===== src/rtl/mtc_ram.sv =====
// generic simple dual port ram, one write port and one registered read port
// no dependencies
module mtc_ram #(
	parameter int W = 16,
	parameter int D = 64,
	localparam int AW = $clog2(D)
) (
	input  logic          clk,
	input  logic          we,
	input  logic [AW-1:0] waddr,
	input  logic [W-1:0]  wdata,
	input  logic          re,
	input  logic [AW-1:0] raddr,
	output logic [W-1:0]  rdata
);

	logic [W-1:0] mem [D];
	logic [W-1:0] rd_q;

	always_ff @(posedge clk) begin
		if (we) begin
			mem[waddr] <= wdata;
		end
		if (re) begin
			rd_q <= mem[raddr];
		end
	end

	assign rdata = rd_q;

endmodule


===== config.mk =====
export PLATFORM = sky130hd
export DESIGN_NAME = mtc_ram
export DESIGN_NICKNAME = d
export VERILOG_FILES = /design/src/rtl/mtc_ram.sv
export SDC_FILE = /design/constraint.sdc
export NUM_CORES = 1
export LEC_CHECK = 0
export BUFFER_PORTS_ARGS = -buffer_cell sky130_fd_sc_hd__buf_2
export CAP_MARGIN = 20
export CORE_MARGIN = 10
export CORE_UTILIZATION = 45
export CTS_BUF_LIST = sky130_fd_sc_hd__clkbuf_8
export CTS_CLUSTER_DIAMETER = 150
export DETAILED_ROUTE_END_ITERATION = 7
export PLACE_DENSITY_LB_ADDON = 0.1
export SLEW_MARGIN = 30
export SYNTH_ARGS = -nofsm -noshare
export SYNTH_HDL_FRONTEND = slang
export SYNTH_SLANG_ARGS = --single-unit

===== constraint.sdc =====
create_clock -name clk -period 4.15 [get_ports clk]
set_input_delay 1.245 -clock clk [delete_from_list [all_inputs] [get_ports clk]]
set_output_delay 1.245 -clock clk [all_outputs]
set_load 0.05 [all_outputs]

# Word level (Yosys, flattened, before mapping)
# Memories as Yosys holds them, arrays and structs flattened. A register that Yosys moved wholly into a read port is not among the register bits.
# Cells that the tools add are included.
# totals
word_cells,3
ram_bits,1024
output_inout_bits,16
ff_bits,0
mem_count,1
input_bits,31
# classes
n_mux,2
# memory_table
memory,depth,width,read_ports,rd_clocked_by_memory_dff,write_ports,line,text
mem,64,16,1,1,1,17,logic [W-1:0] mem [D];
# ops
operator,count
$mux 1,2

# Longest topological paths before layout
# depth
depth_word,2
ltp_mapped,10
depth_no_buf,5

# Least setup slack after synthesis
# Ideal clock, no wire load.
# synth_path
path_type,input -> register
startpoint,input port waddr[3]
endpoint,"memory mem[48][0], enable pin"
arrival_ns,2.871
path_slack_ns,0.870
setup_ns,0.409
cell_stages,4
required_time_ns,3.741
path_buffers,1
cell_sequence,clkbuf_1 -> nor2b_1 -> nand4b_1 -> nor3_1
# synth_rtl
element,line,text
start: declaration,10,"input logic [AW-1:0] waddr,"
end: declaration,17,
# Straight into the memory's write port.

==> impl_metrics.prom <==
# TYPE chip_impl_metric gauge
chip_impl_info{name="status",value="complete, no violations"} 1
chip_impl_info{name="critical_path.endpoint_type",value="flop"} 1
chip_impl_metric{name="final_number_of_max_transition_violations",unit=""} 0
chip_impl_metric{name="clock_skew",unit="ps"} 38.23
chip_impl_info{name="cts_root_buffer",value="sky130_fd_sc_hd__clkbuf_8"} 1
chip_impl_metric{name="standby_leakage_power",unit="nW"} 14.77
chip_impl_metric{name="route.detailed.vias_per_inst",unit=""} 5.730
chip_impl_metric{name="yosysTopAreaCellShare",unit="%"} 77.68
chip_impl_metric{name="fmax",unit="GHz"} 0.2955
chip_impl_info{name="most-common-layout-cells",value="sky130_fd_sc_hd__edfxtp_1, sky130_fd_sc_hd__mux4_2, sky130_fd_sc_hd__clkbuf_8"} 1
chip_impl_metric{name="initial_utilization",unit="%"} 45.42
chip_impl_metric{name="worstPathRequired",unit="ps"} 4690
chip_impl_metric{name="final-instance-count-excl-fill",unit=""} 3413
chip_impl_metric{name="min_period_over_period",unit="%"} 81.56
chip_impl_metric{name="final_core_util",unit="%"} 51.58
chip_impl_info{name="layout_commonest_cell",value="sky130_fd_sc_hd__edfxtp_1"} 1
chip_impl_metric{name="seq_total_area_yosys",unit="%"} 77.68
chip_impl_metric{name="power.density",unit="nW/um2"} 455.1
chip_impl_metric{name="setup_viol_count_final",unit=""} 0
chip_impl_metric{name="synth_cell_types",unit=""} 42
chip_impl_metric{name="first_global_vias",unit=""} 20667
chip_impl_metric{name="number_of_sinks_handled_by_clock_tree_synthesis",unit=""} 1040
chip_impl_info{name="hold_class",value="in -> reg"} 1
chip_impl_info{name="synth_largest_area_cell",value="sky130_fd_sc_hd__edfxtp_1"} 1
chip_impl_info{name="tritoncts",value="yes"} 1
chip_impl_metric{name="port_buffers",unit=""} 46
chip_impl_metric{name="final_layout_size_suffix_gt1_share",unit="%"} 29.90
chip_impl_metric{name="floorplan.core_area",unit="um2"} 88510
chip_impl_metric{name="postSynthNetCount",unit=""} 1860
chip_impl_metric{name="num-nets-final",unit=""} 2141
chip_impl_metric{name="cap_violations",unit=""} 0
chip_impl_metric{name="route.detailed.drc",unit=""} 0
chip_impl_metric{name="die_h",unit="um"} 318.9
chip_impl_metric{name="globalRouteTotalUtil",unit="%"} 20.25
chip_impl_metric{name="gp_routability_congestion",unit=""} 0.8309
chip_impl_metric{name="worst_slew_margin",unit="%"} 35.87
chip_impl_metric{name="route.detailed.wl_per_inst",unit="um"} 30.07
chip_impl_info{name="synth_top_flop_cell",value="sky130_fd_sc_hd__edfxtp_1"} 1
chip_impl_metric{name="syn_inst",unit=""} 1829
chip_impl_metric{name="synth.avg_cell_area",unit="um2"} 21.98
chip_impl_metric{name="cts.repair.resized",unit=""} 0
chip_impl_metric{name="maximum_number_of_pins_on_one_net_before_global_route_repair",unit=""} 65
chip_impl_metric{name="htree_num_levels",unit=""} 4
chip_impl_metric{name="synth.ff_latch_count",unit=""} 1040
chip_impl_metric{name="ctsHoldBuffers",unit=""} 0
chip_impl_metric{name="synth_area",unit="um2"} 40200
chip_impl_metric{name="post_cts_repair_timing_setup_buffer_count",unit=""} 0
chip_impl_metric{name="grt_pass1_wl",unit="um"} 147700
chip_impl_info{name="yosys-top-cells-area",value="sky130_fd_sc_hd__edfxtp_1, sky130_fd_sc_hd__mux4_2, sky130_fd_sc_hd__mux2i_1"} 1
chip_impl_metric{name="ys_async_sr_fraction",unit="%"} 0
chip_impl_metric{name="arrival",unit="ps"} 3930
chip_impl_metric{name="detailroute.via_count",unit=""} 19555
chip_impl_metric{name="worst_pin_slew",unit="ps"} 962.0
chip_impl_metric{name="post-place-cells",unit=""} 3103
chip_impl_metric{name="grt.overflow.total",unit=""} 0
chip_impl_metric{name="crit_path_max_fanout",unit=""} 29
chip_impl_metric{name="cts_bufs_inserted",unit=""} 170
chip_impl_metric{name="drt-pass1-iter-count",unit=""} 6
chip_impl_metric{name="synth_enable_flop_cells",unit=""} 1040
chip_impl_metric{name="drtAntennaViolNets",unit=""} 0
chip_impl_info{name="worst_setup_path_start_kind",value="input port"} 1
chip_impl_metric{name="die_area",unit="um2"} 101700
chip_impl_metric{name="die_wd",unit="um"} 318.9
chip_impl_metric{name="worst_setup_hold_path_clk_slew",unit="ps"} 60
chip_impl_metric{name="timing.setup.tns",unit="ps"} 0
chip_impl_metric{name="detail_route.iter0.violations",unit=""} 1788
chip_impl_metric{name="boundaryPins",unit=""} 47
chip_impl_metric{name="standard_cell_rows",unit=""} 109
chip_impl_metric{name="worst_skew_pair.late_latency",unit="ps"} 830
chip_impl_metric{name="finalWirelength",unit="um"} 102600
chip_impl_metric{name="timing.final.crit_period",unit="ps"} 3385
chip_impl_metric{name="place.detailed.hpwl",unit="um"} 62640
chip_impl_info{name="rsz_0062_raised_after_global_routing",value="no"} 1
chip_impl_metric{name="clockBufferDepth",unit=""} 3
chip_impl_metric{name="area_growth",unit="%"} 13.56
chip_impl_metric{name="power.ir.vdd_worst",unit="mV"} 0.2961
chip_impl_metric{name="hold_violations",unit=""} 0
chip_impl_metric{name="yosysWarnings",unit=""} 0
chip_impl_metric{name="antenna_found_initial",unit=""} 20
chip_impl_info{name="critical_path_class",value="in -> reg"} 1
==> area by class of cell <==
cell class                      instances  area (um2)
Antenna cell                            7       17.52
Clock buffer                          174        2395
Multi-Input combinational cell        685        8249
Sequential cell                      1040       31230
Fill cell                            7062       42860
Clock inverter                        129       596.8
Timing Repair Buffer                  213        1708
Tap cell                             1165        1458
==> worst paths after layout <==
kind | start | end | slack [ps] | depth (start not counted)
worst max-delay path | raddr[0] | rdata[9] | 770 | 9
worst min-delay path | wdata[7] | mem[61][7] | 900 | 1
worst max register to register | mem[22][9] | rdata[9] | 1440 | 6
worst min register to register | mem[63][5] | rdata[5] | 910 | 5
==> metal layers <==
layer  vias up  part of all wire [%]  track usage (%)  wire length [um]
li1       8292                     -                -                 -
met4        14                   2.7            6.919              2789
met5         -                 0.069                0                71
met1     10404                    40            26.23             41540
met3       181                   7.4            5.174              7551
met2       664                    49            33.12             50670
==> sequential cells by signal (all words and copies together), names as in the netlist <==
register	count
mem	1024
rdata	16
==> metrics by stage <==
step | power (mW) | cell area [um2] | setup WS (ps) | hold WS, ps
6_report | 20.78 | 45650 | 765.4 | 901.2
5_1_grt | 21.57 | 45640 | 756.3 | 850.1
4_1_cts | 21.02 | 45620 | 824.5 | 824.7
3_5_place_dp | 13.10 | 42630 | -93.67 | 907.6
3_3_place_gp | 13.08 | 42600 | -128.8 | 903.9
2_1_floorplan | 12.55 | 40200 | 870.2 | 828.0
==> where the power goes <==
part	internal, mW	leakage [nW]	total [mW]	switching [mW]
registers	11.7	9.37	11.7	0.0296
logic	0.424	3.70	1.17	0.750
clock network	3.96	1.70	7.92	3.96
total	16.0	14.8	20.8	4.74
==> synthesized netlist by cell type (6+ instances only) <==
master	n
sky130_fd_sc_hd__edfxtp_1	1040
sky130_fd_sc_hd__mux4_2	220
sky130_fd_sc_hd__mux2i_1	85
sky130_fd_sc_hd__nor2_1	72
sky130_fd_sc_hd__nand2_1	59
sky130_fd_sc_hd__a22oi_1	39
sky130_fd_sc_hd__buf_2	36
sky130_fd_sc_hd__nor2b_1	30
sky130_fd_sc_hd__mux2_2	27
sky130_fd_sc_hd__clkbuf_1	24
sky130_fd_sc_hd__nand3_1	24
sky130_fd_sc_hd__a21oi_1	17
sky130_fd_sc_hd__buf_6	17
sky130_fd_sc_hd__a221oi_1	16
sky130_fd_sc_hd__buf_4	13
sky130_fd_sc_hd__nand4_1	12
sky130_fd_sc_hd__a211o_1	8
sky130_fd_sc_hd__a211oi_1	8
sky130_fd_sc_hd__a311oi_1	8
sky130_fd_sc_hd__a31oi_1	8
sky130_fd_sc_hd__a221o_1	6
sky130_fd_sc_hd__a22o_1	6
==> critical path: stages <==
cell and delay, ps:
sky130_fd_sc_hd__buf_8 340, sky130_fd_sc_hd__buf_12 270, sky130_fd_sc_hd__buf_4 210, sky130_fd_sc_hd__mux4_2 500
sky130_fd_sc_hd__mux2i_1 200, sky130_fd_sc_hd__nand3_1 150, sky130_fd_sc_hd__a31oi_1 680, sky130_fd_sc_hd__buf_4 240
sky130_fd_sc_hd__a311oi_1 50
==> cell families (layout without fill, tap and decap cells) <==
kind of cell | count (synthesis) | count (layout) | synth area share (%)
flops | 1040 | 1040 | 77.68
mux | 336 | 336 | 15.46
simple gates | 220 | 220 | 2.636
compound gates | 129 | 129 | 2.400
buf+inv | 104 | 516 | 1.824
other cells | 0 | 7 | 0
(Power assumes the default switching activity.)
