## src/rtl/mtc_pkg.sv

```systemverilog
// shared constants, types and helper functions for the multi screen text console
// no dependencies
package mtc_pkg;

	localparam int SCREENS = 3;
	localparam int COLS    = 80;
	localparam int ROWS    = 25;

	localparam int SCR_W  = 3;
	localparam int ROW_W  = 5;
	localparam int COL_W  = 7;
	localparam int CHR_W  = 8;
	localparam int ATTR_W = 8;
	localparam int CELL_W = 16;

	localparam int CPS        = ROWS * COLS;
	localparam int CELLS      = SCREENS * CPS;
	localparam int COPY_CELLS = (ROWS - 1) * COLS;
	localparam int ADDR_W     = $clog2(CELLS);
	localparam int CNT_W      = $clog2(CPS);
	localparam int SIDX_W     = (SCREENS > 1) ? $clog2(SCREENS) : 1;

	localparam logic [CHR_W-1:0] CH_BLANK     = 8'h20;
	localparam logic [CHR_W-1:0] CH_NEWLINE   = 8'h0A;
	localparam logic [CHR_W-1:0] CH_BACKSPACE = 8'h08;

	localparam logic [ATTR_W-1:0] START_COLOUR [8] = '{
		8'h02, 8'h03, 8'h0D, 8'h07, 8'h07, 8'h07, 8'h07, 8'h07
	};

	typedef logic [SIDX_W-1:0] sidx_t;
	typedef logic [ADDR_W-1:0] addr_t;
	typedef logic [ROW_W-1:0]  row_t;
	typedef logic [COL_W-1:0]  col_t;
	typedef logic [CNT_W-1:0]  cnt_t;

	typedef enum logic [1:0] {
		FN_PUT    = 2'd0,
		FN_SWITCH = 2'd1,
		FN_COLOUR = 2'd2,
		FN_READ   = 2'd3
	} func_t;

	typedef enum logic [2:0] {
		ST_CLEAR,
		ST_IDLE,
		ST_EXEC,
		ST_SCROLL,
		ST_RESP
	} state_t;

	typedef struct packed {
		func_t             func;
		logic [CHR_W-1:0]  char_code;
		logic [SCR_W-1:0]  screen_select;
		logic [ATTR_W-1:0] attribute;
		row_t              read_row;
		col_t              read_col;
	} item_t;

	typedef struct packed {
		logic              exec;
		func_t             func;
		logic [CHR_W-1:0]  char_code;
		logic [SCR_W-1:0]  screen_select;
		logic [ATTR_W-1:0] attribute;
	} cur_cmd_t;

	typedef struct packed {
		sidx_t             shown;
		row_t              row;
		col_t              col;
		logic [ATTR_W-1:0] colour;
	} cur_view_t;

	typedef struct packed {
		logic              we;
		addr_t             addr;
		logic [CELL_W-1:0] data;
		logic              scroll;
	} put_plan_t;

	function automatic logic [ATTR_W-1:0] start_colour(sidx_t s);
		return START_COLOUR[3'(s)];
	endfunction

	function automatic addr_t cell_addr(sidx_t s, row_t r, col_t c);
		return ADDR_W'(int'(s) * CPS + int'(r) * COLS + int'(c));
	endfunction

	function automatic addr_t base_addr(sidx_t s);
		return ADDR_W'(int'(s) * CPS);
	endfunction

endpackage

```

## src/rtl/mtc_cursor.sv

```systemverilog
// per screen cursor, colour and displayed screen registers, plus the put character
// cursor arithmetic; depends on mtc_pkg
module mtc_cursor (
	input  logic                clk,
	input  logic                arst_n,
	input  mtc_pkg::cur_cmd_t   cmd,
	output mtc_pkg::cur_view_t  view,
	output mtc_pkg::put_plan_t  plan
);

	mtc_pkg::row_t                row_q    [mtc_pkg::SCREENS];
	mtc_pkg::col_t                col_q    [mtc_pkg::SCREENS];
	logic [mtc_pkg::ATTR_W-1:0]   colour_q [mtc_pkg::SCREENS];
	mtc_pkg::sidx_t               shown_q;

	mtc_pkg::row_t nr, wr_r;
	mtc_pkg::col_t nc, wr_c;
	logic          adv_line;
	logic          wr_en;
	logic          scroll;
	logic [mtc_pkg::CHR_W-1:0] wr_chr;
	logic          put_go;
	logic          sel_ok;

	assign view.shown  = shown_q;
	assign view.row    = row_q[shown_q];
	assign view.col    = col_q[shown_q];
	assign view.colour = colour_q[shown_q];

	assign put_go = cmd.exec && (cmd.func == mtc_pkg::FN_PUT);
	assign sel_ok = ({1'b0, cmd.screen_select} < (mtc_pkg::SCR_W + 1)'(mtc_pkg::SCREENS))
		&& (cmd.screen_select != mtc_pkg::SCR_W'(shown_q));

	always_comb begin
		nr       = view.row;
		nc       = view.col;
		wr_r     = view.row;
		wr_c     = view.col;
		wr_chr   = cmd.char_code;
		wr_en    = 1'b0;
		adv_line = 1'b0;
		scroll   = 1'b0;
		case (cmd.char_code)
			mtc_pkg::CH_NEWLINE: begin
				adv_line = 1'b1;
			end
			mtc_pkg::CH_BACKSPACE: begin
				if (view.col == '0) begin
					if (view.row != '0) begin
						nr    = view.row - 1'b1;
						nc    = mtc_pkg::COL_W'(mtc_pkg::COLS - 1);
						wr_en = 1'b1;
					end
				end else begin
					nc    = view.col - 1'b1;
					wr_en = 1'b1;
				end
				wr_r   = nr;
				wr_c   = nc;
				wr_chr = mtc_pkg::CH_BLANK;
			end
			default: begin
				wr_en = 1'b1;
				if (view.col == mtc_pkg::COL_W'(mtc_pkg::COLS - 1)) begin
					adv_line = 1'b1;
				end else begin
					nc = view.col + 1'b1;
				end
			end
		endcase
		if (adv_line) begin
			nc = '0;
			if (view.row == mtc_pkg::ROW_W'(mtc_pkg::ROWS - 1)) begin
				scroll = 1'b1;
			end else begin
				nr = view.row + 1'b1;
			end
		end
	end

	assign plan.we     = put_go && wr_en;
	assign plan.addr   = mtc_pkg::cell_addr(shown_q, wr_r, wr_c);
	assign plan.data   = {view.colour, wr_chr};
	assign plan.scroll = put_go && scroll;

	always_ff @(posedge clk or negedge arst_n) begin
		if (!arst_n) begin
			for (int i = 0; i < mtc_pkg::SCREENS; i++) begin
				row_q[i]    <= '0;
				col_q[i]    <= '0;
				colour_q[i] <= mtc_pkg::start_colour(mtc_pkg::SIDX_W'(i));
			end
			shown_q <= '0;
		end else if (cmd.exec) begin
			case (cmd.func)
				mtc_pkg::FN_PUT: begin
					row_q[shown_q] <= nr;
					col_q[shown_q] <= nc;
				end
				mtc_pkg::FN_SWITCH: begin
					if (sel_ok) begin
						shown_q <= mtc_pkg::SIDX_W'(cmd.screen_select);
					end
				end
				mtc_pkg::FN_COLOUR: begin
					colour_q[shown_q] <= cmd.attribute;
				end
				default: begin
				end
			endcase
		end
	end

endmodule

```

## config.mk

```make
export PLATFORM = sky130hd
export DESIGN_NAME = mtc_cursor
export DESIGN_NICKNAME = d
export VERILOG_FILES = /design/src/rtl/mtc_pkg.sv /design/src/rtl/mtc_cursor.sv
export SDC_FILE = /design/constraint.sdc
export NUM_CORES = 1
export LEC_CHECK = 0
export ABC_AREA = 1
export BUFFER_PORTS_ARGS = -buffer_cell sky130_fd_sc_hd__clkbuf_2
export CORE_UTILIZATION = 40
export DETAILED_ROUTE_END_ITERATION = 8
export PLACE_DENSITY = 0.65
export SETUP_SLACK_MARGIN = 0.15
export SLEW_MARGIN = 40
export SYNTH_ARGS = -nofsm -noshare
export SYNTH_HDL_FRONTEND = slang
export SYNTH_SLANG_ARGS = --single-unit
```

## constraint.sdc

```tcl
create_clock -name clk -period 13.3 [get_ports clk]
set_clock_uncertainty 0.2 [all_clocks]
set_input_delay 2.66 -clock clk [delete_from_list [all_inputs] [get_ports clk]]
set_output_delay 2.66 -clock clk [all_outputs]
set_load 0.01 [all_outputs]
```

Yosys cells after proc, flatten, opt, wreduce, memory -nomap -nowiden
Index checks and enable logic that the tools add are counted.
W data, S select, Z words.
{ "totals": {"ff_bits": 62, "output_inout_bits": 53, "wordCells": 77} }
{ "op_classes": {"add_sub_neg": 6, "multipliers": 2, "order_cmp": 3, "n_eq_ne": 7, "n_mux": 37, "bitwise": 1, "reduce_logical": 11} }
{ "ops": {"columns": ["op", "n"], "rows": [
  ["$mux W7", 8],
  ["$mux W5", 8],
  ["$mux W8", 4],
  ["$bwmux W24", 1],
  ["$bwmux W21", 1],
  ["$bmux W8 S2", 1],
  ["$demux W8 S2", 1],
  ["$eq A8 B4 Y1 const B", 2],
  ["$bwmux W15", 1],
  ["$bmux W7 S2", 1],
  ["$demux W7 S2", 1],
  ["$pmux W7 S2", 1],
  ["$add A13 B12 Y13", 1],
  ["$add A13 B7 Y13", 1],
  ["$bmux W5 S2", 1],
  ["$demux W5 S2", 1],
  ["$mul A2 B7 Y9 const B", 1],
  ["$mul A5 B3 Y8 const B", 1],
  ["$add A7 B1 Y7 const B", 1],
  ["$eq A7 B7 Y1 const B", 1],
  ["$logic_not A7 Y1", 1],
  ["$sub A7 B1 Y7 const B", 1],
  ["$add A5 B1 Y5 const B", 1],
  ["$eq A5 B5 Y1 const B", 1],
  ["15 further kinds", 25]
]} }

Depth between registers and ports, before layout
Gate-level depths: netlist of the first run.
{ "depth": {"word_depth": 11, "ltp_mapped": 30, "depth_no_buf": 29} }

Worst setup path after synthesis of the first run
No wires, ideal clock.
{ "synth_path": {"kind": "input to output", "startpoint": "input cmd[15] (netlist bit)", "endpoint": "output plan[28] (netlist bit)", "arrival_ns": 6.069, "t_required_ns": 10.440, "slack_ns": 4.371, "cell_stages": 19, "path_cell_list": "or2_1 nor3_2 inv_2 nor2_8 buf_2 nand4_1 nand2_1 ha_1 ha_1 inv_1 fa_1 inv_1 ha_1 ha_1 nand2_1 o21ai_0 a21oi_1 o21ai_0 xor2_1"} }
{ "synth_rtl": {"columns": ["element", "line", "source"], "rows": [
  ["from (decl)", "mtc_cursor.sv:6", "input mtc_pkg::cur_cmd_t cmd,"],
  ["to (decl)", "mtc_cursor.sv:8", "output mtc_pkg::put_plan_t plan"]
]} }

==> impl_metrics.tcl, run 1 <==
set metrics [dict create \
    dp.final_hpwl_um 8610 \
    final_common_cell "nand2_1" \
    io_pins 77 \
    swShare 0.434 \
    start_util 0.416 \
    gp_congestion 0.878 \
    endpoint_kind "output pin" \
    rows 38 \
    grt_pass1_wl_um 19700 \
    cts_tree "built" \
    drc 0 \
    cts_hold_buf 0 \
    ys_seq_area_frac 0.340 \
    yosysWarnings 0 \
    crit_chain "clkbuf_2 > or2_1 > nor3_2 > inv_2 > nor2_8 > inv_2 > nand2_1 > nand2_2 > inv_1 > ha_1 > ha_1 > inv_1 > fa_1 > inv_1 > ha_1 > ha_1 > nand2_1 > o21ai_0 > a21oi_1 > o21ai_0 > xor2_1 > clkbuf_2" \
    drtPass1Iterations 5 \
    synth_area_sq_um 4590 \
    cts_max_level 3 \
    vias 4341 \
    max_stage_delay_ps 470 \
    cts.repair.resized 0 \
    async_flop_share 1.00 \
    syn_avg_cell_area_sq_um 7.34 \
    clock.fmax_mhz 107 \
    hp-class "flip-flop to flip-flop" \
    worst_setup_path_start_kind "primary input" \
    min_period_ps 9350 \
    nets 742 \
    total_leakage_power_nw 2.80 \
    die_w_um 109 \
    die_y_um 109 \
    cts_sinks 62 \
    sequentialPowerShare 0.285 \
    syn2layout_area_growth_pct 14.3 \
    synth_top_area_frac 0.305 \
    grt_usage 0.217 \
    fin_crit_sh 0.703 \
    p_sw_mw 0.427 \
    final_hold_viol_count 0 \
    status "finished clean" \
    worstPathMaxFanout 18 \
    synthFlopType "dfrtp_1" \
    comb_power_share 0.508 \
    overflow 0 \
    required_ps 10440 \
    routed_wl_um 12000 \
    setup_violations 0 \
    synthesis.nets 683 \
    cts-buffers-inserted 9 \
    ys_types 40 \
    worstPathArrival_ps 6490 \
    cts.path.max_buffers 2 \
    max_cap_viol_count 0 \
    yosys.area.top_type "dfrtp_1" \
    clk_latency_ps 330 \
    root_buffer "clkbuf_16" \
    fin_tns_setup_ps 0 \
    clkTransAtPathRegs_ps 50 \
    intPower_mw 0.558 \
    drtAntennaViolNets 0 \
    rsz0062_at_grt "false" \
    crit_top_cell "ha_1" \
    grt_max_degree 63 \
    antenna_found_initial 0 \
    critPathSlowestCell "fa_1" \
    drv_slew 0 \
    synthTopCellsByArea "dfrtp_1 (31%), nand2_1 (14%), ha_1 (7.6%)" \
    port-buffer-count 76 \
    coreArea_sq_um 11000 \
    cp_num_buf_inv 7 \
    vias_per_cell 5.23 \
    ir_drop_v 0.000106 \
    crit_type "primary input to output pin" \
    layout_common_cells "nand2_1 (176), clkbuf_2 (76), inv_1 (70)" \
    clkPwrFrac 0.207 \
    grt_pass1_vias 4123 \
    synth_enable_flop_cells 0 \
    dieArea_sq_um 11900 \
    diodes 0 \
    slew_headroom 0.548 \
    postCtsSetupBuffers 0 \
    crit_family "adder cells" \
    drive_gt1_frac 0.207 \
    ys_ff_latch 62 \
    drt-initial-drc-count 373 \
    p_per_area_nw_per_um2 188 \
    worstMarginPinSlew_ps 673 \
    fin_util 0.476 \
    postSynthCellCount 626 \
    wl_per_cell_um 14.4 \
]
[worst min-delay path, cell delays in order (launching register included)]
cell	delay (ps)
dfrtp_1	330
nand2_1	50
o21ai_0	60
[logic make-up after synthesis]
group / after synthesis / share of synthesized area
and+or+nand+nor: 306 / 0.312
buffers and inverters: 112 / 0.105
AOI/OAI and AO/OA: 97 / 0.115
DFF: 62 / 0.340
adders and majority gates: 33 / 0.0981
xor gates and xnor gates: 16 / 0.0305
[final cells by class]
type,count,area [sq um]
flip-flops and latches,62,1560
clock buffers,13,240
multi-input cells,452,2550
clock inverters,3,15.0
well taps,140,175
repair buffers,78,399
fillers,1120,5780
inverters,82,310
[power by group through the flow]
| stage | Sequential, mW | Clock (mW) | Combinational (mW) |
|---|---|---|---|
| 2_1_floorplan | 0.277 | 0 | 0.363 |
| 3_3_place_gp | 0.281 | 0 | 0.491 |
| 3_5_place_dp | 0.283 | 0 | 0.501 |
| 4_1_cts | 0.280 | 0.207 | 0.505 |
| 5_1_grt | 0.286 | 0.214 | 0.568 |
| 6_report | 0.280 | 0.204 | 0.500 |
[Yosys cell counts (2+ instances only)]
master	instances
inv_1	70
inv_2	11
o21ai_1	15
nor2_8	2
ha_1	28
xnor2_1	4
nor2_1	30
o21ai_0	55
buf_6	2
nand2_4	6
nand3_1	53
nand3_2	4
nor3_1	3
o21ai_2	3
nor2_4	3
a21oi_1	17
nand2_1	176
dfrtp_1	56
nand2_2	11
nand4_1	12
xor2_1	12
buf_4	11
dfstp_2	6
fa_1	5
clkbuf_1	14
buf_2	3
[stage by stage]
step	power, mW	instances	hold slack [ps]	area (sq um)	worst slack, ps
2_1_floorplan	0.641	626	244	4590	4370
5_1_grt	1.07	830	294	5250	3580
6_report	0.985	830	277	5250	3950
3_3_place_gp	0.772	814	260	4990	4070
3_5_place_dp	0.783	814	266	4990	3930
4_1_cts	0.992	830	280	5250	3920
[final timing paths]
kind	startpoint	end	slack (ps)	cells past startpoint
min	colour_q[22]	colour_q[22]	280	2
min reg2reg	colour_q[22]	colour_q[22]	280	2
min in group asynchronous	arst_n	colour_q[14]	2200	2
max in group asynchronous	arst_n	col_q[16]	10300	2
max reg2reg	shown_q[0]	col_q[16]	9920	16
max	cmd[15]	plan[28]	3950	22
[flip-flops by register name, indices dropped and copies added, names as in the netlist]
signal,count
row_q,15
col_q,21
colour_q,24
shown_q,2
[per-layer routing]
| metal | up-vias | routed length, um | global-route usage |
|---|---|---|---|
| met5 | - | 0 | 0 |
| met4 | 0 | 200 | 0.0695 |
| met3 | 16 | 666 | 0.0424 |
| met2 | 142 | 5670 | 0.349 |
| met1 | 2063 | 5420 | 0.291 |
| li1 | 2120 | - | - |
Note: power is estimated with default switching activity, not from simulation.
==> run 2, diff against run 1 <==
- PLACE_DENSITY: 0.65 -> 0.67
- clock period: 13.3 -> 8.3 ns (I/O delays scaled with it)
==> run 2 against run 1 <==
Register-to-register slack worse by 4800 ps. Wire length rose by 2.7%. Sequential power grew 60%. Clock power increased by 100%. Count of clock-buffer cells in the layout is 2 lower. Worst hold slack improved by 0.69 ps. Critical path depth unchanged. Global-route usage increased by 0.45 points. Combinational power increased by 61%. Total power increased by 70%. First-iteration DRC count fell by 17%. Sequential cell count stayed put. Critical endpoint unchanged.
==> impl_metrics.tcl, run 2 (synthesis gave the netlist of run 1 again) <==
set metrics [dict create \
    status "finished clean" \
    largest_reg_flops 24 \
    ir_drop_v 0.000218 \
    wl_met3_um 797 \
    cts_tree "built" \
    drtPass1Iterations 5 \
    dp.final_hpwl_um 8840 \
    max_cap_viol_count 0 \
    min_period_ps 7340 \
    comb_power_share 0.483 \
    layout_common_cells "nand2_1 (176), clkbuf_2 (76), inv_1 (70)" \
    start_util 0.416 \
    die_y_um 109 \
    fin_crit_sh 0.884 \
    coreArea_sq_um 11000 \
    sequentialPowerShare 0.269 \
    clk_latency_ps 330 \
    final_hold_viol_count 0 \
    setup_violations 0 \
    wl_met2_um 5810 \
    drv_slew 0 \
    p_per_area_nw_per_um2 313 \
    worst_setup_path_start_kind "primary input" \
    overflow 0 \
    worstPathMaxFanout 18 \
    cts.path.max_buffers 2 \
    post_dp_cell_area_sq_um 5000 \
    clock.fmax_mhz 136 \
    rows 38 \
    antenna_found_initial 0 \
    cts_max_level 3 \
    required_ps 6440 \
    routed_wl_um 12300 \
    p_sw_mw 0.698 \
    dp.cells 815 \
    fin_util 0.484 \
    worstMarginPinSlew_ps 743 \
    fin_tns_setup_ps 0 \
    setup_ws_ps 961 \
    hp-class "flip-flop to flip-flop" \
    preCtsSetupSlack_ps 938 \
    root_buffer "clkbuf_16" \
    rsz0062_at_grt "false" \
    vias_per_cell 5.23 \
    top_layer "met4" \
    intPower_mw 0.972 \
    drtAntennaViolNets 0 \
    drc 0 \
    cts.repair.resized 0 \
    port-buffer-count 76 \
    total_leakage_power_nw 2.84 \
    vias 4345 \
    crit_type "primary input to output pin" \
    clkPwrFrac 0.248 \
    reg_top3 "colour_q (24), col_q (21), row_q (15)" \
    diodes 0 \
    syn2layout_area_growth_pct 16.2 \
    cts_hold_buf 0 \
    wl_per_cell_um 14.8 \
    totalPowerFinal_mw 1.67 \
    postCtsSetupBuffers 0 \
    slew_headroom 0.501 \
    die_w_um 109 \
    swShare 0.418 \
    largest-register "colour_q" \
    grt_pass1_wl_um 19900 \
    drt-initial-drc-count 311 \
    hold_slack_ps 278 \
    max_stage_delay_ps 480 \
    final_common_cell "nand2_1" \
    clkTransAtPathRegs_ps 50 \
    cts_sinks 62 \
    gp_congestion 0.920 \
    drive_gt1_frac 0.214 \
    critPathSlowestCell "fa_1" \
    fin_area_sq_um 5340 \
    fin_cells 831 \
    grt_usage 0.221 \
    crit_chain "clkbuf_2 > or2_1 > nor3_2 > inv_2 > nor2_8 > inv_2 > nand2_1 > nand2_2 > inv_1 > ha_1 > ha_1 > inv_1 > fa_1 > inv_1 > ha_1 > ha_1 > nand2_1 > o21ai_0 > a21oi_1 > o21ai_0 > xor2_1 > clkbuf_2" \
    worstPathArrival_ps 5480 \
    grt_pass1_vias 4103 \
    grt_max_degree 63 \
    dieArea_sq_um 11900 \
    io_pins 77 \
    cts-buffers-inserted 9 \
    endpoint_kind "output pin" \
    met1_length_um 5490 \
    nets 743 \
    crit_top_cell "ha_1" \
]
[run 2: cell type report]
| type | instances | area [sq um] |
|---|---|---|
| clock buffers | 11 | 253 |
| clock inverters | 5 | 81.3 |
| fillers | 1064 | 5700 |
| inverters | 82 | 310 |
| multi-input cells | 452 | 2550 |
| flip-flops and latches | 62 | 1560 |
| well taps | 140 | 175 |
| repair buffers | 79 | 407 |
[run 2: path summary, 6_finish.rpt]
kind / from / end / slack [ps] / cells past startpoint
min reg2reg: col_q[2] / col_q[2] / 280 / 2
max reg2reg: shown_q[1] / col_q[14] / 5130 / 10
max in group asynchronous: arst_n / col_q[13] / 6290 / 2
min in group asynchronous: arst_n / row_q[4] / 1200 / 2
min: col_q[2] / col_q[2] / 280 / 2
max: cmd[15] / plan[28] / 960 / 22
[run 2: power groups by stage]
stage                     logic [mW]  clock network, mW  registers, mW
after global routing           0.917              0.432          0.460
final                          0.806              0.415          0.449
after detailed placement       0.802                  0          0.453
after floorplan                0.582                  0          0.445
after CTS                      0.809              0.420          0.449
after global placement         0.789                  0          0.450
[run 2: metal layers]
layer / track usage / vias up
met1: 0.289 / 2045
li1: - / 2127
met2: 0.362 / 160
met5: 0 / -
met3: 0.0460 / 13
met4: 0.0753 / 0
[run 2: worst max-delay path: cells and delay by family]
family | cells | cell delay, ps
xor+xnor | 1 | 170
buf+inv | 7 | 730
compound gates | 3 | 560
fa+ha+maj | 5 | 1380
simple gates | 6 | 980
==> run 3, diff against run 2 <==
- ABC_AREA: 1 -> default
- CORE_MARGIN: default -> 2
- PLACE_DENSITY: 0.67 -> 0.68
==> run 3 against run 2 <==
Highest routed layer unchanged. Critical path depth fell by 1. Critical endpoint is now plan[29]. Core utilization shrank 1.9 points. Synthesized cell count shrank 26%. Clock power decreased by 35%. Worst hold slack better by 2.7 ps. First-iteration DRC count is 52% lower.
==> impl_metrics.tcl, run 3 <==
set metrics [dict create \
    status "finished clean" \
    reg_top3 "colour_q (24), col_q (21), row_q (15)" \
    post_dp_cell_area_sq_um 4830 \
    yosysWarnings 0 \
    cts.repair.resized 0 \
    clkTransAtPathRegs_ps 70 \
    nets 576 \
    fin_cells 664 \
    syn_avg_cell_area_sq_um 9.60 \
    p_per_area_nw_per_um2 371 \
    overflow 0 \
    comb_power_share 0.603 \
    die_w_um 109 \
    rsz0062_at_grt "false" \
    cts_hold_buf 0 \
    dp.final_hpwl_um 7920 \
    p_sw_mw 0.822 \
    drv_slew 0 \
    diodes 0 \
    die_y_um 109 \
    layout_common_cells "clkbuf_2 (76), dfrtp_1 (56), nand2_1 (51)" \
    clock.fmax_mhz 131 \
    ir_drop_v 0.000173 \
    vias_per_cell 5.23 \
    worstPathMaxFanout 23 \
    setup_violations 0 \
    fin_crit_sh 0.923 \
    wl_per_cell_um 15.7 \
    ys_seq_area_frac 0.351 \
    hp-start "col_q[5]" \
    port-buffer-count 76 \
    sequentialPowerShare 0.253 \
    largest-register "colour_q" \
    synth_area_sq_um 4440 \
    final_hold_viol_count 0 \
    dp.cells 648 \
    routed_wl_um 10400 \
    root_buffer "clkbuf_8" \
    grt_usage 0.187 \
    cts_sinks 62 \
    postSynthCellCount 462 \
    cts_tree "built" \
    drtPass1Iterations 4 \
    total_leakage_power_nw 2.42 \
    synth_top_area_frac 0.316 \
    clkPwrFrac 0.144 \
    cts.path.max_buffers 2 \
    vias 3470 \
    fin_tns_setup_ps 0 \
    drive_gt1_frac 0.300 \
    ys_types 66 \
    r2r_start "shown_q[1]" \
    required_ps 6440 \
    gp_congestion 0.854 \
    syn2layout_area_growth_pct 13.5 \
    worstPathArrival_ps 5800 \
    antenna_found_initial 0 \
    postCtsSetupBuffers 0 \
    drc 0 \
    max_cap_viol_count 0 \
    endpoint_kind "output pin" \
    drtAntennaViolNets 0 \
    clk_latency_ps 340 \
    grt_max_degree 63 \
    intPower_mw 1.05 \
    fin_area_sq_um 5030 \
    start_util 0.409 \
    grt_pass1_vias 3406 \
    crit_start "shown_q[1]" \
    synthFlopType "dfrtp_1" \
    dieArea_sq_um 12000 \
    hold_slack_ps 281 \
    synthTopCellsByArea "dfrtp_1 (32%), ha_1 (7.9%), mux2_2 (6.6%)" \
    yosys.area.top_type "dfrtp_1" \
    slew_headroom 0.588 \
    yosysMostFrequentCell "dfrtp_1" \
    drt-initial-drc-count 149 \
    ys_ff_latch 62 \
    io_pins 77 \
    worstMarginPinSlew_ps 615 \
    synth_commonest_cells "dfrtp_1 (56), nand2_1 (51), nor2_1 (34)" \
    totalPowerFinal_mw 1.87 \
    largest_reg_flops 24 \
    coreArea_sq_um 10800 \
    worst_setup_path_start_kind "flip-flop" \
    hp-class "flip-flop to flip-flop" \
    async_flop_share 1.00 \
    crit_type "flip-flop to output pin" \
    grt_pass1_wl_um 17200 \
    cts_max_level 3 \
    min_period_ps 7660 \
    cts-buffers-inserted 9 \
    swShare 0.440 \
    synth_enable_flop_cells 0 \
    synthesis.nets 519 \
    rows 38 \
    final_common_cell "clkbuf_2" \
]
==> run 3: cell count changes after synthesis, sizes merged, moves of 11 or more <==
cell / before / now
nand3: 58 / 7
o21ai: 74 / 37
xnor2: 4 / 19
nand2: 193 / 51
xor2: 12 / 1
inv: 82 / 28
mux2i: 0 / 26
mux2: 0 / 27
==> run 3: final cells by class <==
type	count	area, sq um
inverters	28	105
clock inverters	4	45.0
flip-flops and latches	62	1560
multi-input cells	337	2570
clock buffers	12	155
fillers	1030	5810
repair buffers	81	422
well taps	140	175
==> run 3: worst paths after layout <==
| path | end | slack (ps) | cells past startpoint |
|---|---|---|---|
| max in group asynchronous | col_q[14] | 6300 | 2 |
| worst max-delay path | plan[29] | 640 | 21 |
| min in group asynchronous | col_q[6] | 1200 | 2 |
| worst min register to register | col_q[5] | 280 | 2 |
| worst max register to register | row_q[1] | 4570 | 10 |
| worst min-delay path | col_q[5] | 280 | 2 |
==> run 3: metal layers <==
metal | part of all wire | track usage
met5 | 0 | 0
met4 | 0.023 | 0.0732
met3 | 0.049 | 0.0385
met2 | 0.46 | 0.288
met1 | 0.47 | 0.259
==> run 3: power by group through the flow <==
stage               combinational, mW  sequential (mW)  clock, mW
floorplan                       0.826            0.458          0
global placement                 1.10            0.470          0
detailed placement               1.12            0.478          0
CTS                              1.13            0.472      0.275
global route                     1.25            0.484      0.288
finish                           1.13            0.472      0.270
==> run 3: kinds of logic after synthesis <==
logic type               share of synthesized area
multiplexers                                 0.131
buffers and inverters                       0.0705
XOR/XNOR                                    0.0395
adder cells (fa/ha/maj)                      0.102
AND/OR/NAND/NOR                              0.157
AO/OA/AOI/OAI                                0.149
flip-flops                                   0.351
==> run 3: worst max-delay path, stage by stage, from the launching register on <==
cell and delay (ps):
dfrtp_1 660, buf_4 460, mux2i_1 290, o2bb2ai_2 180, inv_1 120, ha_1 210
or4b_4 530, nand4_2 170, mux2i_1 390, ha_1 310, ha_1 210, inv_1 70
fa_1 410, inv_1 70, ha_1 220, ha_1 330, inv_1 50, o21bai_1 160
a21oi_1 120, o21ai_0 210, xnor2_1 140, clkbuf_2 150
==> run 3: metrics by stage <==
step	utilization	setup slack [ps]
6_report	0.464	639
5_1_grt	0.464	220
4_1_cts	0.464	625
3_5_place_dp	0.446	734
3_3_place_gp	0.445	900
2_1_floorplan	-	1300
